`config.mk`:
```
export PLATFORM = sky130hd
export DESIGN_NAME = tnus_regs
export DESIGN_NICKNAME = d
export VERILOG_FILES = /design/src/design/tnus_pkg.sv /design/src/design/tnus_regs.sv
export SDC_FILE = /design/constraint.sdc
export NUM_CORES = 1
export LEC_CHECK = 0
export ABC_AREA = 1
export BUFFER_PORTS_ARGS = -buffer_cell sky130_fd_sc_hd__buf_2
export CORE_MARGIN = 4
export CORE_UTILIZATION = 35
export DETAILED_ROUTE_END_ITERATION = 8
export SLEW_MARGIN = 20
export SYNTH_ARGS = -nofsm -noshare
export SYNTH_HDL_FRONTEND = slang
export SYNTH_SLANG_ARGS = --single-unit
export TNS_END_PERCENT = 20
```
`constraint.sdc`:
```
create_clock -name clock -period 2.7 [get_ports clock]
set_input_delay 0.27 -clock clock [delete_from_list [all_inputs] [get_ports clock]]
set_output_delay 0.27 -clock clock [all_outputs]
set_load 0.005 [all_outputs]
```
`src/design/tnus_pkg.sv`:
```
`timescale 1ns / 1ps
// shared types, constants and rounding helper for the triangle normal/uv setup block
// used by tnus_regs, tnus_ctrl, tnus_dp and the top level
package tnus_pkg;

   localparam int CoordW  = 24;
   localparam int DiffW   = 25;
   localparam int CrossW  = 52;
   localparam int NormW   = 16;
   localparam int CfgW    = 32;
   localparam int IndexW  = 4;
   localparam int RspW    = 168;

   localparam logic [63:0] ScaleNum = (64'd583667 << 32) + 64'd14400000;
   localparam logic [31:0] SCALE_K  = 32'(ScaleNum / 64'd28800000);

   localparam logic [IndexW-1:0] CSR_U_VEC_X  = 4'd0;
   localparam logic [IndexW-1:0] CSR_U_VEC_Y  = 4'd1;
   localparam logic [IndexW-1:0] CSR_U_VEC_Z  = 4'd2;
   localparam logic [IndexW-1:0] CSR_U_OFFSET = 4'd3;
   localparam logic [IndexW-1:0] CSR_V_VEC_X  = 4'd4;
   localparam logic [IndexW-1:0] CSR_V_VEC_Y  = 4'd5;
   localparam logic [IndexW-1:0] CSR_V_VEC_Z  = 4'd6;
   localparam logic [IndexW-1:0] CSR_V_OFFSET = 4'd7;

   localparam logic [1:0] VSEL_A = 2'd0;
   localparam logic [1:0] VSEL_C = 2'd1;
   localparam logic [1:0] VSEL_B = 2'd2;

   typedef struct packed {
      logic signed [CfgW-1:0] u_x;
      logic signed [CfgW-1:0] u_y;
      logic signed [CfgW-1:0] u_z;
      logic signed [CfgW-1:0] u_off;
      logic signed [CfgW-1:0] v_x;
      logic signed [CfgW-1:0] v_y;
      logic signed [CfgW-1:0] v_z;
      logic signed [CfgW-1:0] v_off;
   } cfg_type;

   typedef struct packed {
      logic signed [CoordW-1:0] z;
      logic signed [CoordW-1:0] y;
      logic signed [CoordW-1:0] x;
   } vertex_type;

   typedef enum logic [3:0] {
      OP_NONE, OP_STORE_A, OP_STORE_B, OP_STORE_C, OP_MAG_LOAD, OP_MAG_RIGHT,
      OP_MAG_LEFT, OP_SQRT_LOAD, OP_SQRT_STEP, OP_DIV_LOAD, OP_DIV_STEP, OP_DIV_STORE
   } op_type;

   typedef enum logic [3:0] {
      A_ZERO, A_D1X, A_D1Y, A_D1Z, A_MAG0, A_MAG1, A_MAG2,
      A_VX, A_VY, A_VZ, A_VNY, A_UOFF, A_VOFF
   } a_sel_type;

   typedef enum logic [3:0] {
      B_ZERO, B_D2X, B_D2Y, B_D2Z, B_MAG0, B_MAG1, B_MAG2, B_K,
      B_UX, B_UY, B_UZ, B_VX, B_VY, B_VZ, B_256
   } b_sel_type;

   typedef enum logic [2:0] {
      MAC_HOLD, MAC_CLR_ADD, MAC_CLR_SUB, MAC_ADD, MAC_SUB
   } mac_type;

   typedef enum logic [3:0] {
      CAP_NONE, CAP_CR0, CAP_CR1, CAP_CR2, CAP_POSX, CAP_POSY, CAP_POSZ, CAP_U, CAP_V
   } cap_type;

   typedef struct packed {
      op_type    op;
      a_sel_type a_sel;
      b_sel_type b_sel;
      mac_type   mac;
      cap_type   cap;
      logic [1:0] vsel;
      logic [1:0] comp;
      logic [4:0] idx;
   } cmd_type;

   typedef struct packed {
      logic degenerate;
      logic mag_high;
      logic mag_low;
   } status_type;

   // round to nearest, ties away from zero, then clamp to 24 bits
   function automatic logic signed [CoordW-1:0] round_sat24(input logic signed [63:0] v,
                                                            input int n);
      logic [63:0] mag;
      logic [63:0] r;
      logic signed [64:0] s;
      mag = v[63] ? 64'(-v) : 64'(v);
      r   = (mag + (64'd1 << (n - 1))) >> n;
      s   = v[63] ? -$signed({1'b0, r}) : $signed({1'b0, r});
      if (s > 65'sd8388607) begin
         return 24'sh7FFFFF;
      end else if (s < -65'sd8388608) begin
         return 24'sh800000;
      end
      return s[CoordW-1:0];
   endfunction

endpackage

```
`src/design/tnus_regs.sv`:
```
`timescale 1ns / 1ps
// configuration register file: texture vectors and offsets
// depends on tnus_pkg
module tnus_regs (
   input  logic                       clock,
   input  logic                       reset,
   input  logic                       wr_en,
   input  logic [tnus_pkg::IndexW-1:0] wr_index,
   input  logic [tnus_pkg::CfgW-1:0]  wr_data,
   output tnus_pkg::cfg_type          cfg
);
   import tnus_pkg::*;

   cfg_type cfg_ff;
   cfg_type cfg_in;

   always_comb begin
      cfg_in = cfg_ff;
      if (wr_en) begin
         case (wr_index)
            CSR_U_VEC_X:  cfg_in.u_x   = wr_data;
            CSR_U_VEC_Y:  cfg_in.u_y   = wr_data;
            CSR_U_VEC_Z:  cfg_in.u_z   = wr_data;
            CSR_U_OFFSET: cfg_in.u_off = wr_data;
            CSR_V_VEC_X:  cfg_in.v_x   = wr_data;
            CSR_V_VEC_Y:  cfg_in.v_y   = wr_data;
            CSR_V_VEC_Z:  cfg_in.v_z   = wr_data;
            CSR_V_OFFSET: cfg_in.v_off = wr_data;
            default: ;
         endcase
      end
   end

   always_ff @(posedge clock) begin
      if (reset) begin
         cfg_ff <= '{u_x: 32'sd1048576, v_y: 32'sd1048576, default: '0};
      end else begin
         cfg_ff <= cfg_in;
      end
   end

   assign cfg = cfg_ff;

endmodule

```
==> impl_metrics.env <==
export IMPL_timing_rr_start="cfg[250]"
export IMPL_drc=0
export IMPL_place_gp_congestion=0.778
export IMPL_crit_family="flip-flops"
export IMPL_relSlewSlack_pct=44.5
export IMPL_seqPwrFrac_pct=46.5
export IMPL_grt_pass1_wl_um=49900
export IMPL_syn_area_sq_mm=0.0100
export IMPL_p_comb_share_pct=7.4
export IMPL_postRouteAntennaNets=0
export IMPL_hpwlAfterDp_um=22400
export IMPL_hold_path_class="in -> reg"
export IMPL_wl_um=32500
export IMPL_multi_input_area_sq_mm=0.00416
export IMPL_clock_path_buffers=3
export IMPL_post_cts_buffers=0
export IMPL_synthCells=1487
export IMPL_ys_warnings_count=0
export IMPL_synth_ff_latch_count=256
export IMPL_path_cells="buf_2"
export IMPL_ios=295
export IMPL_power_density_mw_per_mm2=654
export IMPL_path_buf_inv=1
export IMPL_die_width_um=177
export IMPL_post_route_util_pct=45.9
export IMPL_area_growth_syn_to_layout_pct=28.1
export IMPL_place_area_sq_mm=0.0118
export IMPL_drive_gt1_share_pct=20.7
export IMPL_status="complete, no violations"
export IMPL_synthDistinctLibCells=16
export IMPL_antenna_found_initial=0
export IMPL_postSynthAreaPerCell_sq_um=6.75
export IMPL_pwr_share_clk_pct=46.1
export IMPL_syn_nets=1526
export IMPL_fin_area_sq_mm=0.0129
export IMPL_r2r_setup_slack_ns=2.02
export IMPL_rsz0062_at_grt="no"
export IMPL_wl_per_cell_um=15.2
export IMPL_cp_max_fo=2
export IMPL_p_int_mw=6.39
export IMPL_grt_pass1_vias=8875
export IMPL_clk_pin_slew_ns=0.06
export IMPL_fin_setup_tns_ns=0
export IMPL_switching_share_pct=23.9
export IMPL_fin_worst_skew_ns=0
export IMPL_setup_viol=0
export IMPL_tightestPinTransition_ns=0.831
export IMPL_place_ws_ns=0.891
export IMPL_synth_seq_area_share_pct=51.1
export IMPL_fillers=2956
export IMPL_cpMaxStageDelayCell="dfxtp_1"
export IMPL_required_ns=2.43
export IMPL_finalCritPeriodShare_pct=48.3
export IMPL_p_leak_nw=6.66
export IMPL_fmax_mhz=766
export IMPL_switchingPower_mw=2.01
export IMPL_root_buffer="clkbuf_16"
export IMPL_cp_arrival_ns=1.04
export IMPL_rr_worst_depth=4
export IMPL_clk_latency_ns=0.53
export IMPL_vdd_ir_drop_max_v=0.000501
export IMPL_register_area_sq_mm=0.00512
export IMPL_rr_endpoint="cfg[250]"
export IMPL_core_area_sq_mm=0.0280
export IMPL_die_h_um=177
export IMPL_grt_ovfl_total=0
export IMPL_drt_pass1_iterations=5
export IMPL_worstSetupPathType="reg -> out"
export IMPL_critPathLaunch="cfg[202]"
export IMPL_maxCapViolCount=0
export IMPL_vias=9637
export IMPL_grt_max_degree=99
export IMPL_cts_tree="done"
export IMPL_n_antenna_cell=0
export IMPL_vias_per_cell=4.49
export IMPL_startpoint_type="flip-flop"
export IMPL_cts_sinks=256
export IMPL_slowest_delay_ns=0.37
export IMPL_cp_end_kind="output pin"
export IMPL_finalHoldViolCount=0
export IMPL_h_tree_depth=1
export IMPL_std_cell_rows=61
export IMPL_endpoint="cfg[202]"
export IMPL_dieArea_sq_mm=0.0314
export IMPL_layout_setup_ws_ns=1.39
export IMPL_period_needed_ns=1.31
export IMPL_cts_buffers=29
export IMPL_drt_initial_drc_count=552
export IMPL_numPortBuffers=294
export IMPL_grt_usage_pct=19.8
export IMPL_drv_slew=0
export IMPL_crit_cells=1
export IMPL_initial_core_util_pct=35.8
export IMPL_nets=1789
export IMPL_largest_reg_flops=256
==> cells by family (layout without fill, tap and decap cells) <==
kind of cell,count (synthesis),count (layout),share of synthesized area [%]
buf+inv,191,470,7.77
simple gates,1039,1039,41.1
compound gates,1,1,0.0498
flops,256,256,51.1
==> worst min-delay path by stage <==
stage                          end  slack, ns  depth (start not counted)         from
final                     cfg[240]       0.02                          3  wr_data[16]
after global routing      cfg[144]       0.01                          3  wr_data[16]
after CTS                 cfg[226]      0.002                          3   wr_data[2]
after detailed placement  cfg[244]       0.45                          2     cfg[244]
after global placement    cfg[244]       0.45                          2     cfg[244]
after floorplan            cfg[84]       0.40                          2  wr_data[20]
==> cells in the mapped netlist <==
cell type	n	share of area (%)
buf_1	21	0.79
buf_2	50	2.5
clkbuf_1	20	0.75
dfxtp_1	256	51
inv_1	99	3.7
inv_2	1	0.037
nand2_1	450	17
nand3_1	3	0.15
nand3_2	1	0.10
nand3_4	1	0.17
nand3b_1	1	0.075
nand4_1	65	4.1
nor2_1	513	19
nor2_2	1	0.062
nor2_4	4	0.45
o21ai_0	1	0.050
==> repair_timing <==
action	CTS	global route
hold buffers	14	0
endpoints found under the setup margin	0	0
resized for setup	0	0
endpoints found under the hold margin	19	0
==> placed cells by master, fill, tap and decap left out, drive strengths merged <==
cell         netlist  layout
clkinv             0       3
nor2             518     518
dfxtp            256     256
buf               71     309
nand4             65      65
dlygate4sd3        0      14
inv              100     101
o21ai              1       1
nand2            450     450
bufinv             0       2
clkbuf            20      41
nand3              5       5
nand3b             1       1
==> layout make-up <==
cell class | instances | share of cell area (%)
well taps | 378 | 3.68
repair buffers | 323 | 13.9
flip-flops and latches | 256 | 39.9
multi-input cells | 1040 | 32.4
inverters | 100 | 2.98
clock buffers | 41 | 6.54
clock inverters | 6 | 0.652
==> through the flow <==
step           hold WS, ns  total power [mW]  cells
2_1_floorplan        0.396              4.33   1487
3_3_place_gp         0.446              4.60   2083
3_5_place_dp         0.447              4.60   2083
4_1_cts            0.00173              8.49   2144
5_1_grt             0.0148              8.74   2144
6_report            0.0180              8.40   2144
==> power by group through the flow <==
stage	combinational [mW]	sequential [mW]	clock (mW)
final	0.625	3.91	3.87
after global routing	0.705	3.91	4.12
after CTS	0.631	3.91	3.95
after detailed placement	0.614	3.99	0
after global placement	0.610	3.99	0
after floorplan	0.341	3.99	0
==> worst register-to-register path, stage by stage, from the launching register on <==
cell and delay (ns):
dfxtp_1 0.33, inv_1 0.04, nand2_1 0.05, nand2_1 0.06
nor2_1 0.12
==> metal layers <==
layer  share of wire [%]  up-vias  global-route usage, %
li1                    -     4977                      -
met1                  46     4319                   27.6
met2                  44      299                   31.4
met3                 7.8       42                   4.32
met4                 2.1        0                   4.80
met5                   0        -                      0
No activity file was read; power rests on OpenSTA's default activity.
