$ cat src/design/tnus_pkg.sv
`timescale 1ns / 1ps
// shared types, constants and rounding helper for the triangle normal/uv setup block
// used by tnus_regs, tnus_ctrl, tnus_dp and the top level
package tnus_pkg;

   localparam int CoordW  = 24;
   localparam int DiffW   = 25;
   localparam int CrossW  = 52;
   localparam int NormW   = 16;
   localparam int CfgW    = 32;
   localparam int IndexW  = 4;
   localparam int RspW    = 168;

   localparam logic [63:0] ScaleNum = (64'd583667 << 32) + 64'd14400000;
   localparam logic [31:0] SCALE_K  = 32'(ScaleNum / 64'd28800000);

   localparam logic [IndexW-1:0] CSR_U_VEC_X  = 4'd0;
   localparam logic [IndexW-1:0] CSR_U_VEC_Y  = 4'd1;
   localparam logic [IndexW-1:0] CSR_U_VEC_Z  = 4'd2;
   localparam logic [IndexW-1:0] CSR_U_OFFSET = 4'd3;
   localparam logic [IndexW-1:0] CSR_V_VEC_X  = 4'd4;
   localparam logic [IndexW-1:0] CSR_V_VEC_Y  = 4'd5;
   localparam logic [IndexW-1:0] CSR_V_VEC_Z  = 4'd6;
   localparam logic [IndexW-1:0] CSR_V_OFFSET = 4'd7;

   localparam logic [1:0] VSEL_A = 2'd0;
   localparam logic [1:0] VSEL_C = 2'd1;
   localparam logic [1:0] VSEL_B = 2'd2;

   typedef struct packed {
      logic signed [CfgW-1:0] u_x;
      logic signed [CfgW-1:0] u_y;
      logic signed [CfgW-1:0] u_z;
      logic signed [CfgW-1:0] u_off;
      logic signed [CfgW-1:0] v_x;
      logic signed [CfgW-1:0] v_y;
      logic signed [CfgW-1:0] v_z;
      logic signed [CfgW-1:0] v_off;
   } cfg_type;

   typedef struct packed {
      logic signed [CoordW-1:0] z;
      logic signed [CoordW-1:0] y;
      logic signed [CoordW-1:0] x;
   } vertex_type;

   typedef enum logic [3:0] {
      OP_NONE, OP_STORE_A, OP_STORE_B, OP_STORE_C, OP_MAG_LOAD, OP_MAG_RIGHT,
      OP_MAG_LEFT, OP_SQRT_LOAD, OP_SQRT_STEP, OP_DIV_LOAD, OP_DIV_STEP, OP_DIV_STORE
   } op_type;

   typedef enum logic [3:0] {
      A_ZERO, A_D1X, A_D1Y, A_D1Z, A_MAG0, A_MAG1, A_MAG2,
      A_VX, A_VY, A_VZ, A_VNY, A_UOFF, A_VOFF
   } a_sel_type;

   typedef enum logic [3:0] {
      B_ZERO, B_D2X, B_D2Y, B_D2Z, B_MAG0, B_MAG1, B_MAG2, B_K,
      B_UX, B_UY, B_UZ, B_VX, B_VY, B_VZ, B_256
   } b_sel_type;

   typedef enum logic [2:0] {
      MAC_HOLD, MAC_CLR_ADD, MAC_CLR_SUB, MAC_ADD, MAC_SUB
   } mac_type;

   typedef enum logic [3:0] {
      CAP_NONE, CAP_CR0, CAP_CR1, CAP_CR2, CAP_POSX, CAP_POSY, CAP_POSZ, CAP_U, CAP_V
   } cap_type;

   typedef struct packed {
      op_type    op;
      a_sel_type a_sel;
      b_sel_type b_sel;
      mac_type   mac;
      cap_type   cap;
      logic [1:0] vsel;
      logic [1:0] comp;
      logic [4:0] idx;
   } cmd_type;

   typedef struct packed {
      logic degenerate;
      logic mag_high;
      logic mag_low;
   } status_type;

   // round to nearest, ties away from zero, then clamp to 24 bits
   function automatic logic signed [CoordW-1:0] round_sat24(input logic signed [63:0] v,
                                                            input int n);
      logic [63:0] mag;
      logic [63:0] r;
      logic signed [64:0] s;
      mag = v[63] ? 64'(-v) : 64'(v);
      r   = (mag + (64'd1 << (n - 1))) >> n;
      s   = v[63] ? -$signed({1'b0, r}) : $signed({1'b0, r});
      if (s > 65'sd8388607) begin
         return 24'sh7FFFFF;
      end else if (s < -65'sd8388608) begin
         return 24'sh800000;
      end
      return s[CoordW-1:0];
   endfunction

endpackage

$ cat src/design/tnus_ctrl.sv
`timescale 1ns / 1ps
// controller: vertex phase, triangle sequencing and handshake control
// depends on tnus_pkg
module tnus_ctrl (
   input  logic                 clock,
   input  logic                 reset,
   input  logic                 req_tvalid,
   output logic                 req_tready,
   output logic                 rsp_tvalid,
   input  logic                 rsp_tready,
   output logic                 rsp_tlast,
   input  tnus_pkg::status_type status,
   output tnus_pkg::cmd_type    cmd
);
   import tnus_pkg::*;

   typedef enum logic [9:0] {
      S_IDLE   = 10'b0000000001,
      S_CROSS  = 10'b0000000010,
      S_NORM   = 10'b0000000100,
      S_SQUARE = 10'b0000001000,
      S_SQRT   = 10'b0000010000,
      S_DIVLD  = 10'b0000100000,
      S_DIV    = 10'b0001000000,
      S_DIVST  = 10'b0010000000,
      S_EMIT   = 10'b0100000000,
      S_OUT    = 10'b1000000000
   } state_type;

   state_type  state_ff, state_in;
   logic [1:0] phase_ff, phase_in;
   logic [4:0] cnt_ff, cnt_in;
   logic [1:0] comp_ff, comp_in;
   logic [1:0] vsel_ff, vsel_in;

   always_comb begin
      state_in = state_ff;
      phase_in = phase_ff;
      cnt_in   = cnt_ff;
      comp_in  = comp_ff;
      vsel_in  = vsel_ff;
      cmd       = '0;
      cmd.op    = OP_NONE;
      cmd.a_sel = A_ZERO;
      cmd.b_sel = B_ZERO;
      cmd.mac   = MAC_HOLD;
      cmd.cap   = CAP_NONE;
      cmd.vsel  = vsel_ff;
      cmd.comp  = comp_ff;
      cmd.idx   = cnt_ff;

      case (state_ff)
         S_IDLE: begin
            if (req_tvalid) begin
               case (phase_ff)
                  2'd1: begin
                     cmd.op   = OP_STORE_B;
                     phase_in = 2'd2;
                  end
                  2'd2: begin
                     cmd.op   = OP_STORE_C;
                     phase_in = 2'd0;
                     cnt_in   = '0;
                     state_in = S_CROSS;
                  end
                  default: begin
                     cmd.op   = OP_STORE_A;
                     phase_in = 2'd1;
                  end
               endcase
            end
         end
         S_CROSS: begin
            cnt_in = cnt_ff + 5'd1;
            case (cnt_ff)
               5'd0: begin cmd.a_sel = A_D1Y; cmd.b_sel = B_D2Z; cmd.mac = MAC_CLR_ADD; end
               5'd1: begin cmd.a_sel = A_D1Z; cmd.b_sel = B_D2Y; cmd.mac = MAC_SUB; end
               5'd2: begin cmd.a_sel = A_D1Z; cmd.b_sel = B_D2X; cmd.mac = MAC_CLR_ADD; end
               5'd3: begin
                  cmd.a_sel = A_D1X; cmd.b_sel = B_D2Z; cmd.mac = MAC_SUB; cmd.cap = CAP_CR0;
               end
               5'd4: begin cmd.a_sel = A_D1X; cmd.b_sel = B_D2Y; cmd.mac = MAC_CLR_ADD; end
               5'd5: begin
                  cmd.a_sel = A_D1Y; cmd.b_sel = B_D2X; cmd.mac = MAC_SUB; cmd.cap = CAP_CR1;
               end
               5'd7: cmd.cap = CAP_CR2;
               5'd8: begin
                  if (status.degenerate) begin
                     state_in = S_IDLE;
                  end else begin
                     cmd.op   = OP_MAG_LOAD;
                     state_in = S_NORM;
                  end
               end
               default: ;
            endcase
         end
         S_NORM: begin
            if (status.mag_high) begin
               cmd.op = OP_MAG_RIGHT;
            end else if (status.mag_low) begin
               cmd.op = OP_MAG_LEFT;
            end else begin
               cnt_in   = '0;
               state_in = S_SQUARE;
            end
         end
         S_SQUARE: begin
            cnt_in = cnt_ff + 5'd1;
            case (cnt_ff)
               5'd0: begin cmd.a_sel = A_MAG0; cmd.b_sel = B_MAG0; cmd.mac = MAC_CLR_ADD; end
               5'd1: begin cmd.a_sel = A_MAG1; cmd.b_sel = B_MAG1; cmd.mac = MAC_ADD; end
               5'd2: begin cmd.a_sel = A_MAG2; cmd.b_sel = B_MAG2; cmd.mac = MAC_ADD; end
               5'd4: begin
                  cmd.op   = OP_SQRT_LOAD;
                  cnt_in   = 5'd31;
                  state_in = S_SQRT;
               end
               default: ;
            endcase
         end
         S_SQRT: begin
            cmd.op = OP_SQRT_STEP;
            cnt_in = cnt_ff - 5'd1;
            if (cnt_ff == '0) begin
               comp_in  = '0;
               state_in = S_DIVLD;
            end
         end
         S_DIVLD: begin
            cmd.op   = OP_DIV_LOAD;
            cnt_in   = 5'd14;
            state_in = S_DIV;
         end
         S_DIV: begin
            cmd.op = OP_DIV_STEP;
            cnt_in = cnt_ff - 5'd1;
            if (cnt_ff == '0) begin
               state_in = S_DIVST;
            end
         end
         S_DIVST: begin
            cmd.op = OP_DIV_STORE;
            if (comp_ff == 2'd2) begin
               vsel_in  = VSEL_A;
               cnt_in   = '0;
               state_in = S_EMIT;
            end else begin
               comp_in  = comp_ff + 2'd1;
               state_in = S_DIVLD;
            end
         end
         S_EMIT: begin
            cnt_in = cnt_ff + 5'd1;
            case (cnt_ff)
               5'd0: begin cmd.a_sel = A_VX; cmd.b_sel = B_K; cmd.mac = MAC_CLR_ADD; end
               5'd1: begin cmd.a_sel = A_VZ; cmd.b_sel = B_K; cmd.mac = MAC_CLR_ADD; end
               5'd2: begin
                  cmd.a_sel = A_VNY; cmd.b_sel = B_K; cmd.mac = MAC_CLR_ADD; cmd.cap = CAP_POSX;
               end
               5'd3: begin
                  cmd.a_sel = A_VX; cmd.b_sel = B_UX; cmd.mac = MAC_CLR_ADD; cmd.cap = CAP_POSY;
               end
               5'd4: begin
                  cmd.a_sel = A_VY; cmd.b_sel = B_UY; cmd.mac = MAC_ADD; cmd.cap = CAP_POSZ;
               end
               5'd5: begin cmd.a_sel = A_VZ; cmd.b_sel = B_UZ; cmd.mac = MAC_ADD; end
               5'd6: begin cmd.a_sel = A_UOFF; cmd.b_sel = B_256; cmd.mac = MAC_ADD; end
               5'd7: begin cmd.a_sel = A_VX; cmd.b_sel = B_VX; cmd.mac = MAC_CLR_ADD; end
               5'd8: begin
                  cmd.a_sel = A_VY; cmd.b_sel = B_VY; cmd.mac = MAC_ADD; cmd.cap = CAP_U;
               end
               5'd9: begin cmd.a_sel = A_VZ; cmd.b_sel = B_VZ; cmd.mac = MAC_ADD; end
               5'd10: begin cmd.a_sel = A_VOFF; cmd.b_sel = B_256; cmd.mac = MAC_ADD; end
               5'd12: begin
                  cmd.cap  = CAP_V;
                  state_in = S_OUT;
               end
               default: ;
            endcase
         end
         S_OUT: begin
            if (rsp_tready) begin
               if (vsel_ff == VSEL_B) begin
                  state_in = S_IDLE;
               end else begin
                  vsel_in  = (vsel_ff == VSEL_A) ? VSEL_C : VSEL_B;
                  cnt_in   = '0;
                  state_in = S_EMIT;
               end
            end
         end
         default: state_in = S_IDLE;
      endcase
   end

   always_ff @(posedge clock) begin
      if (reset) begin
         state_ff <= S_IDLE;
         phase_ff <= '0;
         cnt_ff   <= '0;
         comp_ff  <= '0;
         vsel_ff  <= VSEL_A;
      end else begin
         state_ff <= state_in;
         phase_ff <= phase_in;
         cnt_ff   <= cnt_in;
         comp_ff  <= comp_in;
         vsel_ff  <= vsel_in;
      end
   end

   assign req_tready = (state_ff == S_IDLE);
   assign rsp_tvalid = (state_ff == S_OUT);
   assign rsp_tlast  = (state_ff == S_OUT) && (vsel_ff == VSEL_B);

endmodule

$ cat config.mk
export PLATFORM = sky130hd
export DESIGN_NAME = tnus_ctrl
export DESIGN_NICKNAME = d
export VERILOG_FILES = /design/src/design/tnus_pkg.sv /design/src/design/tnus_ctrl.sv
export SDC_FILE = /design/constraint.sdc
export NUM_CORES = 1
export LEC_CHECK = 0
export BUFFER_PORTS_ARGS = -buffer_cell sky130_fd_sc_hd__buf_2
export CAP_MARGIN = 5
export CORE_MARGIN = 2
export CORE_UTILIZATION = 52
export DETAILED_ROUTE_END_ITERATION = 10
export GPL_TIMING_DRIVEN = 0
export HOLD_SLACK_MARGIN = 0.06
export PLACE_DENSITY_LB_ADDON = 0.08
export SKIP_CTS_REPAIR_TIMING = 1
export SYNTH_ARGS = -nofsm -noshare
export SYNTH_HDL_FRONTEND = slang
export SYNTH_SLANG_ARGS = --single-unit
$ cat constraint.sdc
create_clock -name clock -period 4.8 [get_ports clock]
set_input_delay 0.96 -clock clock [delete_from_list [all_inputs] [get_ports clock]]
set_output_delay 0.96 -clock clock [all_outputs]
set_load 0.02 [all_outputs]
==> metrics, run 1 <==
critical path arrival 2.95 ns; WHS Path Cells 2; Reg2Reg Depth 9; P&R area growth vs syn 14.0%; Die Wd 67.9 um; design area 0.00242 mm^2; router iterations before antenna repair 5; Num CTS Buffers 3; clk_lat worst skew 0.27 ns; Worst EP required 3.84 ns; GRT Total Usage 28.8%; Sw Share 48.7%; clk slew on worst S/H paths 0.09 ns; PD cells 322 mW/mm^2; Worst Hold Class flop to flop; fraction of layout cells with a size suffix above 1 12.8%; P_sw 0.380 mW; Mapped Area 0.00212 mm^2; fin crit period 3.91 ns; post-DP HPWL 4790 um; combinational share of power 57.5%; global-route wire length before repair 10200 um; yosys warns 0; global route overflow 0; share of flip-flops with an asynchronous set or reset 0%; CTS sink count 21; outcome complete, no violations; placement-stage worst setup slack 1.28 ns; I/O Buffers 37; commonest non-fill, non-tap cell in the layout nor2_1; CTS tree built; initial antenna violation count 0; Clock power frac 16.2%; drt wl/cell 15.1 um; H-tree depth 1; final hold vios 0; #FFs+latches synth 21; Via density 6.19; Reg-to-Reg End state_ff[7]; CORE AREA 0.00397 mm^2; Worst R2R Setup Slack 2.00 ns; ANT cells 0; Gate Count Post-Synth 326; reg2reg start cnt_ff[0]; Worst-Margin Slew 0.772 ns; Setup CP Type flop to primary output; Setup TNS 0 ns; Pint 0.400 mW; I/O pin total 38; Residual DRC 0; Final GP Congestion 0.948; Antenna Nets Post-Route 0; Syn Area/Cell 6.52 um^2; die extent in y 67.9 um; worst hold endpoint comp_ff[1]; Max IR drop VDD 190 uV; final setup vio count 0; worst relative slew slack 48.2%; Final Instance Count excl. Fillers 417; Clock Skews 0.00256 ns; Cells after DPL 413; die area 0.00461 mm^2; Fmax achieved 256 MHz; CTS Buffer Depth 2; min-delay src comp_ff[1]; vias in the first global route 2085; max-slew violation count 0; Vias 2581; Power Total 0.780 mW; RSZ-0062 raised after global routing no; max-cap violation count 0; setup ws final 0.888 ns; fin crit share 81.5%; First DRT Iteration DRCs 267; sequential area share after synthesis 19.8%; Initial Utilization 53.5%; Synth cell types 56; Startpoint Class flop; most common flop cell mapped by yosys dfxtp_1; Post-synth EDFFs 0; dpl cell area 0.00237 mm^2; Root Driver clkbuf_8; Routed WL 6310 um; largest net degree at the start of global routing 14; synthesized net count 341; Seq pwr share 26.3%; Crit Path Max Fanout 10; Final nets 383; row count 23; leakage power 0.982 nW; most frequent cells in the layout nor2_1 (45), buf_2 (40), nand2_1 (29), o21ai_0 (29), a21oi_1 (26); Worst setup EP type primary output
-- layout make-up --
cell class | count | area, um^2
repair buffers | 37 | 185
multi-input cells | 264 | 1550
clock inverters | 1 | 7.51
flip-flops and latches | 21 | 420
clock buffers | 3 | 41.3
well taps | 50 | 62.6
fillers | 399 | 1550
inverters | 12 | 45.0
plain buffers | 29 | 113
-- power by group through the flow --
stage | combinational [mW] | clock [mW] | sequential, mW
finish | 0.448 | 0.126 | 0.205
global route | 0.500 | 0.136 | 0.208
CTS | 0.438 | 0.130 | 0.205
detailed placement | 0.435 | 0 | 0.209
global placement | 0.439 | 0 | 0.208
floorplan | 0.324 | 0 | 0.210
-- how the worst max path moves through the flow --
stage / from / to / slack [ns] / cells after the start
after floorplan: cnt_ff[0] / cmd[21] / 1.63 / 8
after global placement: cnt_ff[0] / cmd[21] / 1.29 / 9
after detailed placement: cnt_ff[0] / cmd[21] / 1.28 / 9
after CTS: cnt_ff[0] / cmd[21] / 0.96 / 9
after global routing: cnt_ff[0] / cmd[21] / 0.54 / 9
final: cnt_ff[0] / cmd[21] / 0.89 / 9
-- logic make-up (layout without fill, tap and decap cells) --
logic type      Yosys count  in the layout  synth area share [%]
simple gates            153            153                  36.9
buf+inv                  41             82                  7.42
mux                       2              2                 0.942
flops                    21             21                  19.8
compound gates           96             96                  28.2
fa+ha+maj                 8              8                  4.71
xor+xnor                  5              5                  2.06
-- Yosys cell counts, types with 4 or more instances --
cell	number	area share, %
o211ai_1	4	1.4
nor2_1	45	8.0
ha_1	8	4.7
nand2_1	29	5.1
nand3_1	6	1.4
o21ai_0	29	6.8
nor3_1	20	4.7
xor2_1	4	1.6
clkbuf_1	24	4.2
a21oi_1	26	6.1
o22ai_1	4	1.2
nand2b_1	7	2.1
nor4b_1	4	1.6
dfxtp_1	21	20
or3_1	8	2.4
or4_1	4	1.4
inv_1	12	2.1
nor3b_1	4	1.4
nor2b_1	6	1.8
-- through the flow --
step / hold slack [ns] / utilization [%]
6_report: 0.475 / 61.0
5_1_grt: 0.514 / 61.0
4_1_cts: 0.483 / 61.0
3_5_place_dp: 0.470 / 59.7
3_3_place_gp: 0.459 / 59.7
2_1_floorplan: 0.453 / -
-- state kept, by name, indices dropped and copies added (netlist names) --
signal / count
cnt_ff: 5
comp_ff: 2
phase_ff: 2
state_ff: 10
vsel_ff: 2
-- per-layer routing --
metal	up-vias	track usage (%)	wire, um
met1	1180	44.7	2980
met2	129	40.8	2660
li1	1263	-	-
met4	0	7.00	75
met5	-	0	0
met3	9	4.44	588
-- worst max-delay path, stage by stage, from the launching register on --
cell      delay [ns]
dfxtp_1         0.46
inv_1           0.16
ha_1            0.27
clkbuf_1        0.25
nor3_1          0.50
nor2_1          0.10
o21ai_1         0.43
nand2_1         0.10
a32o_1          0.27
buf_2           0.15
(Power assumes the default switching activity.)
==> run 2, diff against run 1 <==
==> constraint.sdc (replaced) <==
create_clock -name clock -period 3.8 [get_ports clock]
set_input_delay 0.76 -clock clock [delete_from_list [all_inputs] [get_ports clock]]
set_output_delay 0.76 -clock clock [all_outputs]
set_load 0.02 [all_outputs]
==> metrics, run 2 (same netlist as run 1, synthesis figures left out) <==
clk slew on worst S/H paths 0.08 ns; Worst Hold Class flop to flop; I/O Buffers 37; Max IR drop VDD 237 uV; max-cap violation count 0; fraction of layout cells with a size suffix above 1 13.6%; Setup TNS 0 ns; global route overflow 0; Worst-Margin Slew 0.651 ns; Crit Path Max Fanout 10; CORE AREA 0.00397 mm^2; Fmax achieved 277 MHz; PD cells 407 mW/mm^2; die extent in y 67.9 um; row count 23; Final nets 383; global-route wire length before repair 10200 um; final hold vios 0; max reg flops 10; Clock Skews 0.00173 ns; Top Registers state_ff: 10 flops, cnt_ff: 5 flops; fin crit share 95.0%; setup ws final 0.188 ns; Most flops, register state_ff; Pint 0.506 mW; Sw Share 49.0%; Antenna Nets Post-Route 0; combinational share of power 57.7%; final setup vio count 0; die area 0.00461 mm^2; First DRT Iteration DRCs 274; leakage power 0.985 nW; FILL cells 400; crit path cell chain buf_2, nor3_1, nand4b_1, nor3_1, nand2_1, o221ai_1, buf_2; FF/Latch Area 420 um^2; multi-input logic area 0.00156 mm^2; GRT Total Usage 28.8%; outcome complete, no violations; commonest non-fill, non-tap cell in the layout nor2_1; CTS Buffer Depth 2; worst relative slew slack 56.2%; Vias 2587; initial antenna violation count 0; Root Driver clkbuf_8; Routed WL 6450 um; I/O pin total 38; CTS sink count 21; Die Wd 67.9 um; router iterations before antenna repair 5; Seq pwr share 26.1%; fin crit period 3.61 ns; Startpoint Class flop; Num CTS Buffers 3; Via density 6.20; post-DP HPWL 4790 um; H-tree depth 1; ANT cells 0; vias in the first global route 2085; critical path arrival 2.85 ns; max-slew violation count 0; drt wl/cell 15.5 um; clk_lat worst skew 0.27 ns; Worst setup EP type primary output; Setup CP Type flop to primary output; worst path bufs/invs 2; Initial Utilization 53.5%; P_sw 0.486 mW; Residual DRC 0; Clock power frac 16.1%; critical path's largest stage delay 0.55 ns; RSZ-0062 raised after global routing no; P&R area growth vs syn 14.6%; placement-stage worst setup slack 0.481 ns; Worst EP required 3.04 ns; delay-heaviest family, CP simple AND/OR/NAND/NOR gates; CTS tree built; most frequent cells in the layout nor2_1 (45), buf_2 (40), nand2_1 (29), o21ai_0 (29), a21oi_1 (26); CP max stage cell nor3_1; Final GP Congestion 0.948; largest net degree at the start of global routing 14
## run 2: power groups by stage
stage	sequential [mW]	combinational (mW)	clock [mW]
global placement	0.263	0.555	0
detailed placement	0.264	0.549	0
CTS	0.259	0.553	0.165
global route	0.263	0.638	0.172
finish	0.259	0.572	0.160
floorplan	0.265	0.410	0
## run 2: metal layers
metal	share of wire [%]	track usage, %
met2	43	40.8
met5	0	0
met1	47	44.7
met4	1.0	7.00
met3	8.9	4.44
## run 2: final timing paths
| check | from | end | slack [ns] | depth (start not counted) |
|---|---|---|---|---|
| setup / recovery | state_ff[2] | cmd[16] | 0.19 | 7 |
| hold / removal | comp_ff[1] | comp_ff[1] | 0.48 | 2 |
| setup reg to reg | cnt_ff[0] | state_ff[7] | 0.93 | 9 |
| hold reg to reg | comp_ff[1] | comp_ff[1] | 0.48 | 2 |
## run 2: area by class of cell
class | count | share of cell area [%]
buffer | 29 | 4.62
clock inverter | 1 | 0.308
inverter | 12 | 1.85
sequential | 21 | 17.3
tap | 50 | 2.57
clock buffer | 3 | 1.70
timing repair buffer | 37 | 7.61
multi-input combinational | 264 | 64.1
## run 2: worst reg2reg max path, stage by stage (launching register included)
cell and delay (ns):
dfxtp_1 0.38, inv_1 0.18, ha_1 0.23, clkbuf_1 0.42
nand4b_1 0.29, a22oi_1 0.25, or4_1 0.17, nand3_1 0.23
or3_1 0.40, nor4b_1 0.22
## run 2: through the flow
step / instance area (um^2) / hold slack (ns) / power, mW / std cells / utilization, %
after floorplan: 2120 / 0.453 / 0.675 / 326 / -
after detailed placement: 2370 / 0.470 / 0.814 / 413 / 59.7
after global placement: 2370 / 0.459 / 0.818 / 413 / 59.7
final: 2430 / 0.477 / 0.992 / 417 / 61.3
after global routing: 2430 / 0.514 / 1.07 / 417 / 61.3
after CTS: 2420 / 0.483 / 0.977 / 417 / 61.0
